**config.mk**
```make
export PLATFORM = sky130hd
export DESIGN_NAME = aperture_photometry_sums_core
export DESIGN_NICKNAME = d
export VERILOG_FILES = /design/src/sv/aps_pkg.sv /design/src/sv/aperture_photometry_sums_core.sv /design/src/sv/aps_div.sv /design/src/sv/aps_dp.sv /design/src/sv/aps_ctrl.sv
export VERILOG_INCLUDE_DIRS = /design/src /design/src/sv
export SDC_FILE = /design/constraint.sdc
export NUM_CORES = 2
export LEC_CHECK = 0
export ABC_CLOCK_PERIOD_IN_PS = 6600
export BUFFER_PORTS_ARGS = -buffer_cell sky130_fd_sc_hd__buf_2
export CAP_MARGIN = 5
export CORE_UTILIZATION = 45
export CTS_BUF_LIST = sky130_fd_sc_hd__clkbuf_4
export DETAILED_ROUTE_END_ITERATION = 7
export GPL_TIMING_DRIVEN = 0
export MAX_ROUTING_LAYER = met4
export PLACE_DENSITY = 0.73
export SYNTH_ARGS = -nofsm -noshare
export SYNTH_HDL_FRONTEND = slang
export SYNTH_HIERARCHICAL = 1
export SYNTH_SLANG_ARGS = --single-unit
export TNS_END_PERCENT = 10
```
**constraint.sdc**
```tcl
create_clock -name aclk -period 6.6 [get_ports aclk]
set_input_delay 0.66 -clock aclk [delete_from_list [all_inputs] [get_ports aclk]]
set_output_delay 0.66 -clock aclk [all_outputs]
set_load 0.005 [all_outputs]
```
**src/sv/aperture_photometry_sums_core_macros.svh**
```systemverilog
// ----------------------------------------------------------------------------
// Aperture photometry sums - assertion macros
// Shared concurrent assertion forms, clocked on the rising edge, with the
// active-low reset as the disable condition.
// ----------------------------------------------------------------------------
`ifndef APERTURE_PHOTOMETRY_SUMS_CORE_MACROS_SVH
`define APERTURE_PHOTOMETRY_SUMS_CORE_MACROS_SVH

// same-cycle implication
`define APS_ASSERT_SAME(lbl, clk, rstn, ante, cons, msg) \
    lbl: assert property (@(posedge clk) disable iff (!(rstn)) (ante) |-> (cons)) \
        else $error(msg);

// next-cycle implication
`define APS_ASSERT_NEXT(lbl, clk, rstn, ante, cons, msg) \
    lbl: assert property (@(posedge clk) disable iff (!(rstn)) (ante) |=> (cons)) \
        else $error(msg);

`endif

```
**src/sv/aps_pkg.sv**
```systemverilog
`timescale 1ns / 1ps
// ----------------------------------------------------------------------------
// Aperture photometry sums - package
// Field widths, register map, reset values and the controller/datapath
// command and status bundles.
// ----------------------------------------------------------------------------
package aps_pkg;

    localparam int SUM_W   = 40;
    localparam int CNT_W   = 25;
    localparam int DIFF_W  = 25;
    localparam int CFG_W   = 16;
    localparam int SIDE_W  = 13;
    localparam int DATA_W  = 32;
    localparam int ADDR_W  = 5;
    localparam int IDX_W   = 3;

    localparam int MAX_SIDE_DEF   = 4096;
    localparam int PIXEL_BITS_DEF = 16;
    localparam int FRAC_BITS_DEF  = 8;

    localparam logic [IDX_W-1:0] REG_CENTER_X     = 3'd0;
    localparam logic [IDX_W-1:0] REG_CENTER_Y     = 3'd1;
    localparam logic [IDX_W-1:0] REG_INNER_RADIUS = 3'd2;
    localparam logic [IDX_W-1:0] REG_OUTER_RADIUS = 3'd3;
    localparam logic [IDX_W-1:0] REG_IMAGE_WIDTH  = 3'd4;
    localparam logic [IDX_W-1:0] REG_IMAGE_HEIGHT = 3'd5;

    localparam logic [CFG_W-1:0]  RST_CENTER_X     = 16'd0;
    localparam logic [CFG_W-1:0]  RST_CENTER_Y     = 16'd0;
    localparam logic [CFG_W-1:0]  RST_INNER_RADIUS = 16'd80;
    localparam logic [CFG_W-1:0]  RST_OUTER_RADIUS = 16'd160;
    localparam logic [SIDE_W-1:0] RST_IMAGE_WIDTH  = 13'd4096;
    localparam logic [SIDE_W-1:0] RST_IMAGE_HEIGHT = 13'd4096;

    typedef struct packed {
        logic ready;
        logic div_start;
        logic div_annulus;
        logic latch_inner;
        logic load_out;
        logic clear;
    } aps_cmd_t;

    typedef struct packed {
        logic end_frame;
        logic acc_done;
        logic empty;
        logic div_done;
        logic out_free;
    } aps_stat_t;

endpackage

```
**src/sv/aperture_photometry_sums_core.sv**
```systemverilog
`timescale 1ns / 1ps
// ----------------------------------------------------------------------------
// Aperture photometry sums - top level
// Circular aperture photometry with a sky annulus over one raster frame,
// with an APB register port for centre, radii and frame size.
// ----------------------------------------------------------------------------
//  channel   direction  handshake           payload
//  s_        in         s_valid / s_ready   s_pixel_value
//  m_        out        m_valid / m_ready   sums, counts, mean_difference, flag
//  apb       in         psel/penable/pready centre, radii, frame size
//
//  One pixel beat per cycle within a frame; the distance test is a
//  four-stage pipeline (offset, square, sum and compare, accumulate).
//  After the last beat of a frame intake stalls for the pipeline drain,
//  two mean divisions through one shared divider at one quotient bit per
//  cycle (skipped when a region is empty) and the result hand-off.
//  Synchronous active-low reset clears counters, sums and control state.
// ----------------------------------------------------------------------------
module aperture_photometry_sums_core import aps_pkg::*; #(
    parameter int MAX_SIDE         = MAX_SIDE_DEF,
    parameter int PIXEL_BITS       = PIXEL_BITS_DEF,
    parameter int RESULT_FRAC_BITS = FRAC_BITS_DEF
) (
    input  logic                     aclk,
    input  logic                     aresetn,
    input  logic                     psel,
    input  logic                     penable,
    input  logic                     pwrite,
    input  logic [ADDR_W-1:0]        paddr,
    input  logic [DATA_W-1:0]        pwdata,
    output logic [DATA_W-1:0]        prdata,
    output logic                     pready,
    input  logic                     s_valid,
    output logic                     s_ready,
    input  logic [PIXEL_BITS-1:0]    s_pixel_value,
    output logic                     m_valid,
    input  logic                     m_ready,
    output logic [SUM_W-1:0]         m_inner_sum,
    output logic [CNT_W-1:0]         m_inner_count,
    output logic [SUM_W-1:0]         m_annulus_sum,
    output logic [CNT_W-1:0]         m_annulus_count,
    output logic signed [DIFF_W-1:0] m_mean_difference,
    output logic                     m_empty_region
);

    logic [CFG_W-1:0]  center_x_reg, center_y_reg;
    logic [CFG_W-1:0]  inner_radius_reg, outer_radius_reg;
    logic [SIDE_W-1:0] image_width_reg, image_height_reg;
    logic [IDX_W-1:0]  reg_idx;
    logic              wr_en;

    aps_cmd_t  cmd;
    aps_stat_t stat;

    assign reg_idx = paddr[ADDR_W-1:2];
    assign wr_en   = psel && penable && pwrite;
    assign pready  = 1'b1;

    always_ff @(posedge aclk) begin
        if (!aresetn) begin
            center_x_reg     <= RST_CENTER_X;
            center_y_reg     <= RST_CENTER_Y;
            inner_radius_reg <= RST_INNER_RADIUS;
            outer_radius_reg <= RST_OUTER_RADIUS;
            image_width_reg  <= RST_IMAGE_WIDTH;
            image_height_reg <= RST_IMAGE_HEIGHT;
        end else if (wr_en) begin
            unique case (reg_idx)
                REG_CENTER_X:     center_x_reg     <= pwdata[CFG_W-1:0];
                REG_CENTER_Y:     center_y_reg     <= pwdata[CFG_W-1:0];
                REG_INNER_RADIUS: inner_radius_reg <= pwdata[CFG_W-1:0];
                REG_OUTER_RADIUS: outer_radius_reg <= pwdata[CFG_W-1:0];
                REG_IMAGE_WIDTH:  image_width_reg  <= pwdata[SIDE_W-1:0];
                REG_IMAGE_HEIGHT: image_height_reg <= pwdata[SIDE_W-1:0];
                default: begin
                    center_x_reg <= center_x_reg;
                end
            endcase
        end
    end

    always_comb begin
        unique case (reg_idx)
            REG_CENTER_X:     prdata = DATA_W'(center_x_reg);
            REG_CENTER_Y:     prdata = DATA_W'(center_y_reg);
            REG_INNER_RADIUS: prdata = DATA_W'(inner_radius_reg);
            REG_OUTER_RADIUS: prdata = DATA_W'(outer_radius_reg);
            REG_IMAGE_WIDTH:  prdata = DATA_W'(image_width_reg);
            REG_IMAGE_HEIGHT: prdata = DATA_W'(image_height_reg);
            default:          prdata = '0;
        endcase
    end

    assign s_ready = cmd.ready;

    aps_ctrl u_ctrl (
        .aclk    (aclk),
        .aresetn (aresetn),
        .s_valid (s_valid),
        .stat    (stat),
        .cmd     (cmd)
    );

    aps_dp #(
        .MAX_SIDE         (MAX_SIDE),
        .PIXEL_BITS       (PIXEL_BITS),
        .RESULT_FRAC_BITS (RESULT_FRAC_BITS)
    ) u_dp (
        .aclk              (aclk),
        .aresetn           (aresetn),
        .cmd               (cmd),
        .stat              (stat),
        .s_valid           (s_valid),
        .s_pixel_value     (s_pixel_value),
        .center_x          (center_x_reg),
        .center_y          (center_y_reg),
        .inner_radius      (inner_radius_reg),
        .outer_radius      (outer_radius_reg),
        .image_width       (image_width_reg),
        .image_height      (image_height_reg),
        .m_valid           (m_valid),
        .m_ready           (m_ready),
        .m_inner_sum       (m_inner_sum),
        .m_inner_count     (m_inner_count),
        .m_annulus_sum     (m_annulus_sum),
        .m_annulus_count   (m_annulus_count),
        .m_mean_difference (m_mean_difference),
        .m_empty_region    (m_empty_region)
    );

endmodule

```
**src/sv/aps_div.sv**
```systemverilog
`timescale 1ns / 1ps
// ----------------------------------------------------------------------------
// Aperture photometry sums - divider
// Restoring unsigned divider, one quotient bit per cycle, MSB first.
// ----------------------------------------------------------------------------
module aps_div #(
    parameter int DW = 48,
    parameter int VW = 25
) (
    input  logic          aclk,
    input  logic          aresetn,
    input  logic          start,
    input  logic [DW-1:0] dividend,
    input  logic [VW-1:0] divisor,
    output logic          done,
    output logic [DW-1:0] quotient
);

    localparam int KW = $clog2(DW);

    logic [DW-1:0] quo_reg;
    logic [VW-1:0] rem_reg;
    logic [VW-1:0] dvs_reg;
    logic [KW-1:0] cnt_reg;
    logic          busy_reg;
    logic          done_reg;

    logic [VW:0]   trial;
    logic [VW:0]   trial_sub;
    logic          ge;
    logic [VW-1:0] rem_next;

    assign trial     = {rem_reg, quo_reg[DW-1]};
    assign trial_sub = trial - {1'b0, dvs_reg};
    assign ge        = trial >= {1'b0, dvs_reg};
    assign rem_next  = ge ? trial_sub[VW-1:0] : trial[VW-1:0];

    always_ff @(posedge aclk) begin
        if (!aresetn) begin
            busy_reg <= 1'b0;
            done_reg <= 1'b0;
        end else begin
            done_reg <= !start && busy_reg && (cnt_reg == '0);
            if (start) begin
                busy_reg <= 1'b1;
            end else if (busy_reg && cnt_reg == '0) begin
                busy_reg <= 1'b0;
            end
        end
    end

    always_ff @(posedge aclk) begin
        if (start) begin
            quo_reg <= dividend;
            rem_reg <= '0;
            dvs_reg <= divisor;
            cnt_reg <= KW'(DW - 1);
        end else if (busy_reg) begin
            quo_reg <= {quo_reg[DW-2:0], ge};
            rem_reg <= rem_next;
            cnt_reg <= cnt_reg - 1'b1;
        end
    end

    assign done     = done_reg;
    assign quotient = quo_reg;

endmodule

```
**src/sv/aps_dp.sv**
```systemverilog
`timescale 1ns / 1ps
// ----------------------------------------------------------------------------
// Aperture photometry sums - datapath
// Position counters, distance pipeline, accumulators, shared divider and
// result register.
// ----------------------------------------------------------------------------
module aps_dp import aps_pkg::*; #(
    parameter int MAX_SIDE         = MAX_SIDE_DEF,
    parameter int PIXEL_BITS       = PIXEL_BITS_DEF,
    parameter int RESULT_FRAC_BITS = FRAC_BITS_DEF
) (
    input  logic                     aclk,
    input  logic                     aresetn,
    input  aps_cmd_t                 cmd,
    output aps_stat_t                stat,
    input  logic                     s_valid,
    input  logic [PIXEL_BITS-1:0]    s_pixel_value,
    input  logic [CFG_W-1:0]         center_x,
    input  logic [CFG_W-1:0]         center_y,
    input  logic [CFG_W-1:0]         inner_radius,
    input  logic [CFG_W-1:0]         outer_radius,
    input  logic [SIDE_W-1:0]        image_width,
    input  logic [SIDE_W-1:0]        image_height,
    output logic                     m_valid,
    input  logic                     m_ready,
    output logic [SUM_W-1:0]         m_inner_sum,
    output logic [CNT_W-1:0]         m_inner_count,
    output logic [SUM_W-1:0]         m_annulus_sum,
    output logic [CNT_W-1:0]         m_annulus_count,
    output logic signed [DIFF_W-1:0] m_mean_difference,
    output logic                     m_empty_region
);

    localparam int CW  = $clog2(MAX_SIDE);
    localparam int PW  = CW + 4;
    localparam int XW  = (PW > CFG_W) ? PW : CFG_W;
    localparam int SQW = 2 * XW;
    localparam int D2W = SQW + 1;
    localparam int DW  = SUM_W + RESULT_FRAC_BITS;

    logic [CW-1:0] col_reg, row_reg;
    logic [CW-1:0] last_col, last_row;
    logic          end_row, accept;

    logic [XW-1:0] col_q, row_q, cx, cy, dx, dy;

    logic                  v1_reg, v2_reg, v3_reg;
    logic                  last1_reg, last2_reg, last3_reg;
    logic [XW-1:0]         dx_reg, dy_reg;
    logic [SQW-1:0]        sqx_reg, sqy_reg;
    logic [D2W-1:0]        d2;
    logic                  inner3_reg, ann3_reg;
    logic [PIXEL_BITS-1:0] pix1_reg, pix2_reg, pix3_reg;
    logic [2*CFG_W-1:0]    r1sq_reg, r2sq_reg;
    logic                  acc_done_reg;

    logic [SUM_W-1:0] inner_acc_reg, ann_acc_reg;
    logic [CNT_W-1:0] inner_cnt_reg, ann_cnt_reg;

    logic [DW-1:0]     div_dividend;
    logic [CNT_W-1:0]  div_divisor;
    logic              div_done;
    logic [DW-1:0]     div_quotient;
    logic [DIFF_W-1:0] mean_in_reg;
    logic [DIFF_W-1:0] diff;
    logic              empty;

    logic                     m_valid_reg;
    logic [SUM_W-1:0]         m_inner_sum_reg, m_annulus_sum_reg;
    logic [CNT_W-1:0]         m_inner_count_reg, m_annulus_count_reg;
    logic signed [DIFF_W-1:0] m_mean_difference_reg;
    logic                     m_empty_region_reg;

    // zero or oversize side counts as MAX_SIDE
    always_comb begin
        if (image_width == '0 || 32'(image_width) > 32'(MAX_SIDE)) begin
            last_col = CW'(MAX_SIDE - 1);
        end else begin
            last_col = CW'(32'(image_width) - 32'd1);
        end
        if (image_height == '0 || 32'(image_height) > 32'(MAX_SIDE)) begin
            last_row = CW'(MAX_SIDE - 1);
        end else begin
            last_row = CW'(32'(image_height) - 32'd1);
        end
    end

    assign end_row = col_reg >= last_col;
    assign accept  = s_valid && cmd.ready;

    always_ff @(posedge aclk) begin
        if (!aresetn) begin
            col_reg <= '0;
            row_reg <= '0;
        end else if (accept) begin
            if (stat.end_frame) begin
                col_reg <= '0;
                row_reg <= '0;
            end else if (end_row) begin
                col_reg <= '0;
                row_reg <= row_reg + 1'b1;
            end else begin
                col_reg <= col_reg + 1'b1;
            end
        end
    end

    assign col_q = XW'({col_reg, 4'b0000});
    assign row_q = XW'({row_reg, 4'b0000});
    assign cx    = XW'(center_x);
    assign cy    = XW'(center_y);
    assign dx    = (col_q >= cx) ? (col_q - cx) : (cx - col_q);
    assign dy    = (row_q >= cy) ? (row_q - cy) : (cy - row_q);
    assign d2    = D2W'(sqx_reg) + D2W'(sqy_reg);

    always_ff @(posedge aclk) begin
        if (!aresetn) begin
            v1_reg       <= 1'b0;
            v2_reg       <= 1'b0;
            v3_reg       <= 1'b0;
            acc_done_reg <= 1'b0;
        end else begin
            v1_reg       <= accept;
            v2_reg       <= v1_reg;
            v3_reg       <= v2_reg;
            acc_done_reg <= v3_reg && last3_reg;
        end
    end

    always_ff @(posedge aclk) begin
        r1sq_reg  <= (2*CFG_W)'(inner_radius) * (2*CFG_W)'(inner_radius);
        r2sq_reg  <= (2*CFG_W)'(outer_radius) * (2*CFG_W)'(outer_radius);
        dx_reg    <= dx;
        dy_reg    <= dy;
        pix1_reg  <= s_pixel_value;
        last1_reg <= stat.end_frame;
        sqx_reg   <= SQW'(dx_reg) * SQW'(dx_reg);
        sqy_reg   <= SQW'(dy_reg) * SQW'(dy_reg);
        pix2_reg  <= pix1_reg;
        last2_reg <= last1_reg;
        inner3_reg <= d2 < D2W'(r1sq_reg);
        ann3_reg   <= !(d2 < D2W'(r1sq_reg)) && (d2 < D2W'(r2sq_reg));
        pix3_reg   <= pix2_reg;
        last3_reg  <= last2_reg;
    end

    always_ff @(posedge aclk) begin
        if (!aresetn || cmd.clear) begin
            inner_acc_reg <= '0;
            ann_acc_reg   <= '0;
            inner_cnt_reg <= '0;
            ann_cnt_reg   <= '0;
        end else if (v3_reg) begin
            if (inner3_reg) begin
                inner_acc_reg <= inner_acc_reg + SUM_W'(pix3_reg);
                inner_cnt_reg <= inner_cnt_reg + 1'b1;
            end else if (ann3_reg) begin
                ann_acc_reg <= ann_acc_reg + SUM_W'(pix3_reg);
                ann_cnt_reg <= ann_cnt_reg + 1'b1;
            end
        end
    end

    assign div_dividend = cmd.div_annulus ? (DW'(ann_acc_reg) << RESULT_FRAC_BITS)
                                          : (DW'(inner_acc_reg) << RESULT_FRAC_BITS);
    assign div_divisor  = cmd.div_annulus ? ann_cnt_reg : inner_cnt_reg;

    aps_div #(
        .DW (DW),
        .VW (CNT_W)
    ) u_div (
        .aclk     (aclk),
        .aresetn  (aresetn),
        .start    (cmd.div_start),
        .dividend (div_dividend),
        .divisor  (div_divisor),
        .done     (div_done),
        .quotient (div_quotient)
    );

    always_ff @(posedge aclk) begin
        if (cmd.latch_inner) begin
            mean_in_reg <= div_quotient[DIFF_W-1:0];
        end
    end

    assign empty = (inner_cnt_reg == '0) || (ann_cnt_reg == '0);
    assign diff  = empty ? '0 : (mean_in_reg - div_quotient[DIFF_W-1:0]);

    always_ff @(posedge aclk) begin
        if (!aresetn) begin
            m_valid_reg <= 1'b0;
        end else if (cmd.load_out) begin
            m_valid_reg <= 1'b1;
        end else if (m_ready) begin
            m_valid_reg <= 1'b0;
        end
    end

    always_ff @(posedge aclk) begin
        if (cmd.load_out) begin
            m_inner_sum_reg       <= inner_acc_reg;
            m_inner_count_reg     <= inner_cnt_reg;
            m_annulus_sum_reg     <= ann_acc_reg;
            m_annulus_count_reg   <= ann_cnt_reg;
            m_mean_difference_reg <= diff;
            m_empty_region_reg    <= empty;
        end
    end

    assign stat.end_frame = end_row && (row_reg >= last_row);
    assign stat.acc_done  = acc_done_reg;
    assign stat.empty     = empty;
    assign stat.div_done  = div_done;
    assign stat.out_free  = !m_valid_reg || m_ready;

    assign m_valid           = m_valid_reg;
    assign m_inner_sum       = m_inner_sum_reg;
    assign m_inner_count     = m_inner_count_reg;
    assign m_annulus_sum     = m_annulus_sum_reg;
    assign m_annulus_count   = m_annulus_count_reg;
    assign m_mean_difference = m_mean_difference_reg;
    assign m_empty_region    = m_empty_region_reg;

endmodule

```
**src/sv/aps_ctrl.sv**
```systemverilog
`timescale 1ns / 1ps
// ----------------------------------------------------------------------------
// Aperture photometry sums - controller
// Sequences pixel intake, pipeline drain, the two mean divisions and the
// hand-off of each frame's result.
// ----------------------------------------------------------------------------
`include "aperture_photometry_sums_core_macros.svh"

module aps_ctrl import aps_pkg::*; (
    input  logic      aclk,
    input  logic      aresetn,
    input  logic      s_valid,
    input  aps_stat_t stat,
    output aps_cmd_t  cmd
);

    typedef enum logic [2:0] {
        ST_RUN,
        ST_DRAIN,
        ST_DIV_IN,
        ST_DIV_AN,
        ST_OUT
    } state_t;

    state_t state_reg;

    always_ff @(posedge aclk) begin
        if (!aresetn) begin
            state_reg <= ST_RUN;
        end else begin
            unique case (state_reg)
                ST_RUN: begin
                    if (s_valid && stat.end_frame) begin
                        state_reg <= ST_DRAIN;
                    end
                end
                ST_DRAIN: begin
                    if (stat.acc_done) begin
                        state_reg <= stat.empty ? ST_OUT : ST_DIV_IN;
                    end
                end
                ST_DIV_IN: begin
                    if (stat.div_done) begin
                        state_reg <= ST_DIV_AN;
                    end
                end
                ST_DIV_AN: begin
                    if (stat.div_done) begin
                        state_reg <= ST_OUT;
                    end
                end
                ST_OUT: begin
                    if (stat.out_free) begin
                        state_reg <= ST_RUN;
                    end
                end
                default: begin
                    state_reg <= ST_RUN;
                end
            endcase
        end
    end

    always_comb begin
        cmd       = '0;
        cmd.ready = (state_reg == ST_RUN);
        unique case (state_reg)
            ST_DRAIN: begin
                cmd.div_start = stat.acc_done && !stat.empty;
            end
            ST_DIV_IN: begin
                cmd.latch_inner = stat.div_done;
                cmd.div_start   = stat.div_done;
                cmd.div_annulus = stat.div_done;
            end
            ST_OUT: begin
                cmd.load_out = stat.out_free;
                cmd.clear    = stat.out_free;
            end
            default: begin
                cmd.div_annulus = 1'b0;
            end
        endcase
    end

    `APS_ASSERT_NEXT(a_last_beat_stalls, aclk, aresetn, s_valid && cmd.ready && stat.end_frame, !cmd.ready, "intake still open after last beat of frame")
    `APS_ASSERT_SAME(a_no_div_in_run, aclk, aresetn, state_reg == ST_RUN, !stat.div_done, "divider finished while taking pixels")
    `APS_ASSERT_SAME(a_no_acc_done_in_run, aclk, aresetn, state_reg == ST_RUN, !stat.acc_done, "frame end reached accumulators during intake")
    `APS_ASSERT_NEXT(a_load_clears, aclk, aresetn, cmd.load_out, state_reg == ST_RUN, "result load did not return to intake")

endmodule
```
Yosys cells after proc, flatten, opt, wreduce, memory -nomap -nowiden
Cells that the tools add are included.
{"block": "totals", "regBits": 752, "in_bits": 60, "output_inout_bits": 191, "elab_cells": 159}
{"block": "op_classes", "add_sub_neg": 16, "multipliers": 4, "magnitude_cmp": 9, "n_eq_ne": 14, "mux": 28, "n_bitwise": 1, "reduce_logical": 42}
{"operator": "$mux W48", "count": 3}
{"operator": "$mul A16 B16 Y32", "count": 4}
{"operator": "$pmux W16 S6", "count": 1}
{"operator": "$add A40 B16 Y40", "count": 2}
{"operator": "$mux W12", "count": 6}
{"operator": "$lt A33 B32 Y1", "count": 2}
{"operator": "$sub A16 B16 Y16", "count": 4}
{"operator": "$add A25 B1 Y25 const B", "count": 2}
{"operator": "$logic_not A25 Y1", "count": 2}
{"operator": "$mux W25", "count": 2}
{"operator": "$sub A25 B25 Y25", "count": 2}
{"operator": "$add A32 B32 Y33", "count": 1}
{"operator": "$ge A16 B16 Y1", "count": 2}
{"operator": "$mux W16", "count": 2}
{"operator": "$ge A26 B25 Y1", "count": 1}
{"operator": "$gt A13 B13 Y1 const B", "count": 2}
{"operator": "$logic_not A13 Y1", "count": 2}
{"operator": "$add A12 B1 Y12 const B", "count": 2}
{"operator": "$ge A12 B12 Y1", "count": 2}
{"operator": "$sub A12 B1 Y12 const B", "count": 2}
{"operator": "$mux W3", "count": 6}
{"operator": "$reduce_and A2 Y1", "count": 8}
{"operator": "$pmux W3 S5", "count": 1}
{"operator": "$eq A3 B2 Y1 const B", "count": 4}
{"operator": "16 further kinds", "count": 49}

Depth between registers and ports, before layout
{"block": "depth", "word_depth": 8, "depth_mapped": 25, "ltp_nobuf": 23}

Modules after synthesis
Netlist, hierarchy kept.
{"module": "aps_dp", "n_inst": 1, "cells_each": 5945, "area_per_inst_um2": 55455.7, "seq_area_each_um2": 12802.3}
{"module": "aps_div", "n_inst": 1, "cells_each": 505, "area_per_inst_um2": 5627.9, "seq_area_each_um2": 2852.7}
{"module": "aperture_photometry_sums_core", "n_inst": 1, "cells_each": 428, "area_per_inst_um2": 4209.0, "seq_area_each_um2": 1801.7}
{"module": "aps_ctrl", "n_inst": 1, "cells_each": 32, "area_per_inst_um2": 262.8, "seq_area_each_um2": 60.1}

Worst setup path after synthesis
Ideal clock, no wire load.
{"block": "synth_path", "path_type": "reg2reg", "from": "reg outer_radius_reg[14]", "to": "reg u_dp.r2sq_reg[28]", "setup_ns": 0.136, "t_arrival_ns": 6.053, "t_required_ns": 6.464, "path_slack_ns": 0.410, "path_stages_with_launch": 22, "path_buffers": 2, "synth_period_minus_slack_ns": 6.190, "path_cell_list": "dfxtp_1 > clkbuf_1 > clkbuf_1 > nand2_1 > fa_1 > fa_1 > inv_1 > fa_1 > fa_1 > fa_1 > inv_1 > fa_1 > inv_1 > ha_1 > a21o_1 > a21oi_1 > o21bai_1 > o41a_1 > o21a_1 > o41ai_2 > mux2i_1 > o2111ai_1"}
{"block": "synth_between", "elab_chain_cells": 1}
{"element": "start: declaration", "line_no": "aperture_photometry_sums_core.sv:47", "source": "logic [CFG_W-1:0] inner_radius_reg, outer_radius_reg;"}
{"element": "start signal: assignment", "line_no": "aperture_photometry_sums_core.sv:72", "source": "REG_OUTER_RADIUS: outer_radius_reg <= pwdata[CFG_W-1:0];"}
{"element": "$mul A16 B16 Y32", "line_no": "aps_dp.sv:132", "source": "r2sq_reg <= (2*CFG_W)'(outer_radius) * (2*CFG_W)'(outer_radius);"}
{"element": "end signal: assignment", "line_no": "aps_dp.sv:132"}
{"element": "end: declaration", "line_no": "aps_dp.sv:54", "source": "logic [2*CFG_W-1:0] r1sq_reg, r2sq_reg;"}
Every way passes these cells.
A chain may end at the register's enable or synchronous reset.

Final worst setup path
{"block": "layout_path", "from": "reg outer_radius_reg[9]", "to": "reg u_dp.r2sq_reg[28]"}
The elaborated chain is that of the path after synthesis.

==> flow_summary.toml <==
[run_status]
status = "complete, no violations"

[clock_tree]
numClockSinks = 748
ctsLongestPathBuffers = 3
cts_tree = "yes"
cts_made_buffers = 194
ctsRootBufferMaster = "clkbuf_4"
h-tree-depth = 4
cts.clk_slew.worst_paths_ps = 70
clk-insertion-delay-late_ps = 1120

[power]
powerDensity_nw_per_um2 = 189
vdd_drop_max_mv = 0.188
power_mw = 13.7
p_leak_nw = 35.2

[global_route]
gr-total-overflow = 0
grt_pass1_vias = 51500
grt_usage_pct = 24.2
grt_max_degree = 97
antenna_found_initial = 5
grt_pass1_wl_um = 275000

[timing]
period_share_pct = 98.2
finClkSkew_ps = 104
worst_slew_pin_slew_ps = 1200
max_freq_ghz = 0.154
layout_min_cycle_time_ps = 6480
rsz0062_at_grt = "true"
relSlewSlack_pct = 19.4
finalHoldViolations = 0
fin_ws_ps = 118
setup_viol = 0
slew_viol_final = 0

[logic_synthesis]
synth-main-ff-cell = "dfxtp_1"
syn_inst = 6910
yosys_register_bits = 748
synth_area_per_cell_um2 = 9.49
synthAdderAreaFrac_pct = 32.4
synthMuxAreaShare_pct = 4.49
async_flop_share_pct = 0
synth_top_area_share_pct = 20.0
yosys.area.top_type = "fa_1"
ys_warn_count = 6
ys_seq_area_share_pct = 26.7
syn-cell-area_um2 = 65600
synth_edf_count = 254
synth-simple-area-share_pct = 13.2
synth_area_leaders = "fa_1 20%, dfxtp_1 15%, ha_1 12%, edfxtp_1 12%, inv_1 7.2%"
synth_xor_area_share_pct = 4.49
synth_compound_area_share_pct = 9.85
synth_top_family_by_area = "adder cells"
yosysUniqueCellTypes = 112

[final_layout]
fin_cells = 9457
largest_register_ffs = 48
final_layout_size_suffix_gt1_share_pct = 12.4
nNetsFinal = 8748
area_growth_pct = 11.0

[placement]
dp_cells = 9051
dp_hpwl_um = 138000
portBuffers = 213
post-place-ws_ps = -847
gp_congestion = 0.955

[setup_path]
crit_arrival_ps = 7440
crit_path_end_kind = "register"
crit_path_start_kind = "register"
cp_max_fo = 10
r2r_setup_slack_ps = 120
crit_required_ps = 7560
path_class = "register to register"
rr_worst_depth = 22

[floorplanning]
core_um2 = 144000
dieArea_um2 = 147000
die_h_um = 384
io-pin-count = 251
rows = 139
fp.dieW_um = 384
start_util_pct = 45.5

[route]
vias_per_cell = 5.36
wl_um = 174000
vias = 50700
firstDrtPassIters = 8
antenna_left = 0
drc = 0
wl_per_cell_um = 18.4
drtIter0Drc = 4089

[run]
maxCapViolCount = 0

[min_path]
whs_path_depth = 3
min_path_type = "input port to register"
## layout make-up
cell class / instances / area (um2)
fill: 13100 / 71200
multi-input combinational: 4696 / 42500
sequential: 748 / 17600
inverter: 1259 / 4730
tap: 1903 / 2380
clock buffer: 279 / 2090
timing repair buffer: 265 / 1600
buffer: 219 / 1230
clock inverter: 77 / 552
antenna: 11 / 27.5
## cell families after synthesis
family                   count (synthesis)
XOR/XNOR                               336
buffers and inverters                 1488
AO/OA/AOI/OAI                          966
AND/OR/NAND/NOR                       1790
adder cells (fa/ha/maj)               1305
other                                    3
multiplexers                           274
flip-flops                             748
## final timing paths
| path | startpoint | to |
|---|---|---|
| setup / recovery | outer_radius_reg[9]$_SDFFE_PN0P_ | u_dp/r2sq_reg[28]$_DFF_P_ |
| setup reg to reg | outer_radius_reg[9]$_SDFFE_PN0P_ | u_dp/r2sq_reg[28]$_DFF_P_ |
| hold reg to reg | u_dp/pix2_reg[5]$_DFF_P_ | u_dp/pix3_reg[5]$_DFF_P_ |
| hold / removal | pwdata[11] | center_x_reg[11]$_SDFFE_PN0P_ |
## metrics by stage
| step | TNS [ps] | hold WS (ps) | util (%) | area, um2 |
|---|---|---|---|---|
| global route | -71.4 | 41.9 | 50.5 | 72800 |
| floorplan | 0 | 310 | - | 65600 |
| global placement | -67480 | 311 | 48.0 | 69100 |
| CTS | -31.0 | 2.02 | 50.3 | 72500 |
| finish | 0 | 128 | 50.5 | 72800 |
| detailed placement | -13350 | 313 | 48.0 | 69200 |
## what timing repair did
action,in CTS,in global routing
gates resized for setup,127,140
endpoints found under the setup margin,41,27
pin swaps,2,9
hold buffers,43,0
endpoints found under the hold margin,80,0
buffers inserted,2,4
## synth_stat cells (11+ instances only)
master / n
nor2b_1: 60
clkbuf_1: 164
a31oi_1: 33
or3_1: 39
o21ai_1: 34
xor2_1: 125
mux2_2: 129
o21ai_0: 149
o21bai_1: 23
o21a_1: 33
nor2_1: 379
inv_1: 1257
a31o_2: 12
xnor2_1: 211
a21oi_2: 12
a22oi_1: 11
nand2_1: 637
nor3_1: 83
or2_2: 20
edfxtp_1: 254
a211o_1: 17
o211ai_1: 35
a21oi_1: 278
dfxtp_1: 494
ha_1: 650
and3_1: 49
nor4_1: 33
or4_1: 12
mux2i_1: 140
nand3_1: 90
nand4_1: 58
fa_1: 655
nand2b_1: 51
nor3b_1: 24
buf_2: 16
a211oi_1: 49
buf_4: 30
nand3b_1: 12
and4_1: 11
a21o_1: 106
and2_1: 200
o31ai_1: 22
## critical path: stages, from the launching register on
cell and delay [ps]:
dfxtp_4 500, clkbuf_4 300, and2_1 200, inv_1 70, fa_1 480, inv_1 60, fa_1 500, inv_1 50
fa_1 530, inv_1 50, fa_1 440, fa_1 490, inv_1 50, fa_1 480, inv_1 60, ha_1 330
o211a_1 300, o2111a_1 180, o41a_1 400, o21a_1 220, o41ai_4 300, mux2i_1 220, o2111ai_1 140
## layout by cell type, fill, tap and decap left out, drive strengths merged, types with 200 or more instances in the layout
master and instances:
clkbuf 414, nand2 638, dfxtp 494, a21oi 290, buf 306, inv 1268
nor2 381, fa 655, ha 650, xnor2 211, edfxtp 254, and2 200
## per-layer routing
layer  vias up  GRT usage, %  share of wire (%)  wire (um)
li1      23700             -                  -          -
met1     24700          31.3                 43      75200
met2      1874          38.7                 47      81900
met3       357          3.55                6.6      11400
met4         0          8.35                3.1       5380
met5         -             -                  0          0
## report_power, final
group	switching, mW	total, mW	internal (mW)
clock network	2.04	4.29	2.25
registers	0.187	5.11	4.92
logic	2.63	4.34	1.71
No activity file was read; power rests on OpenSTA's default activity.
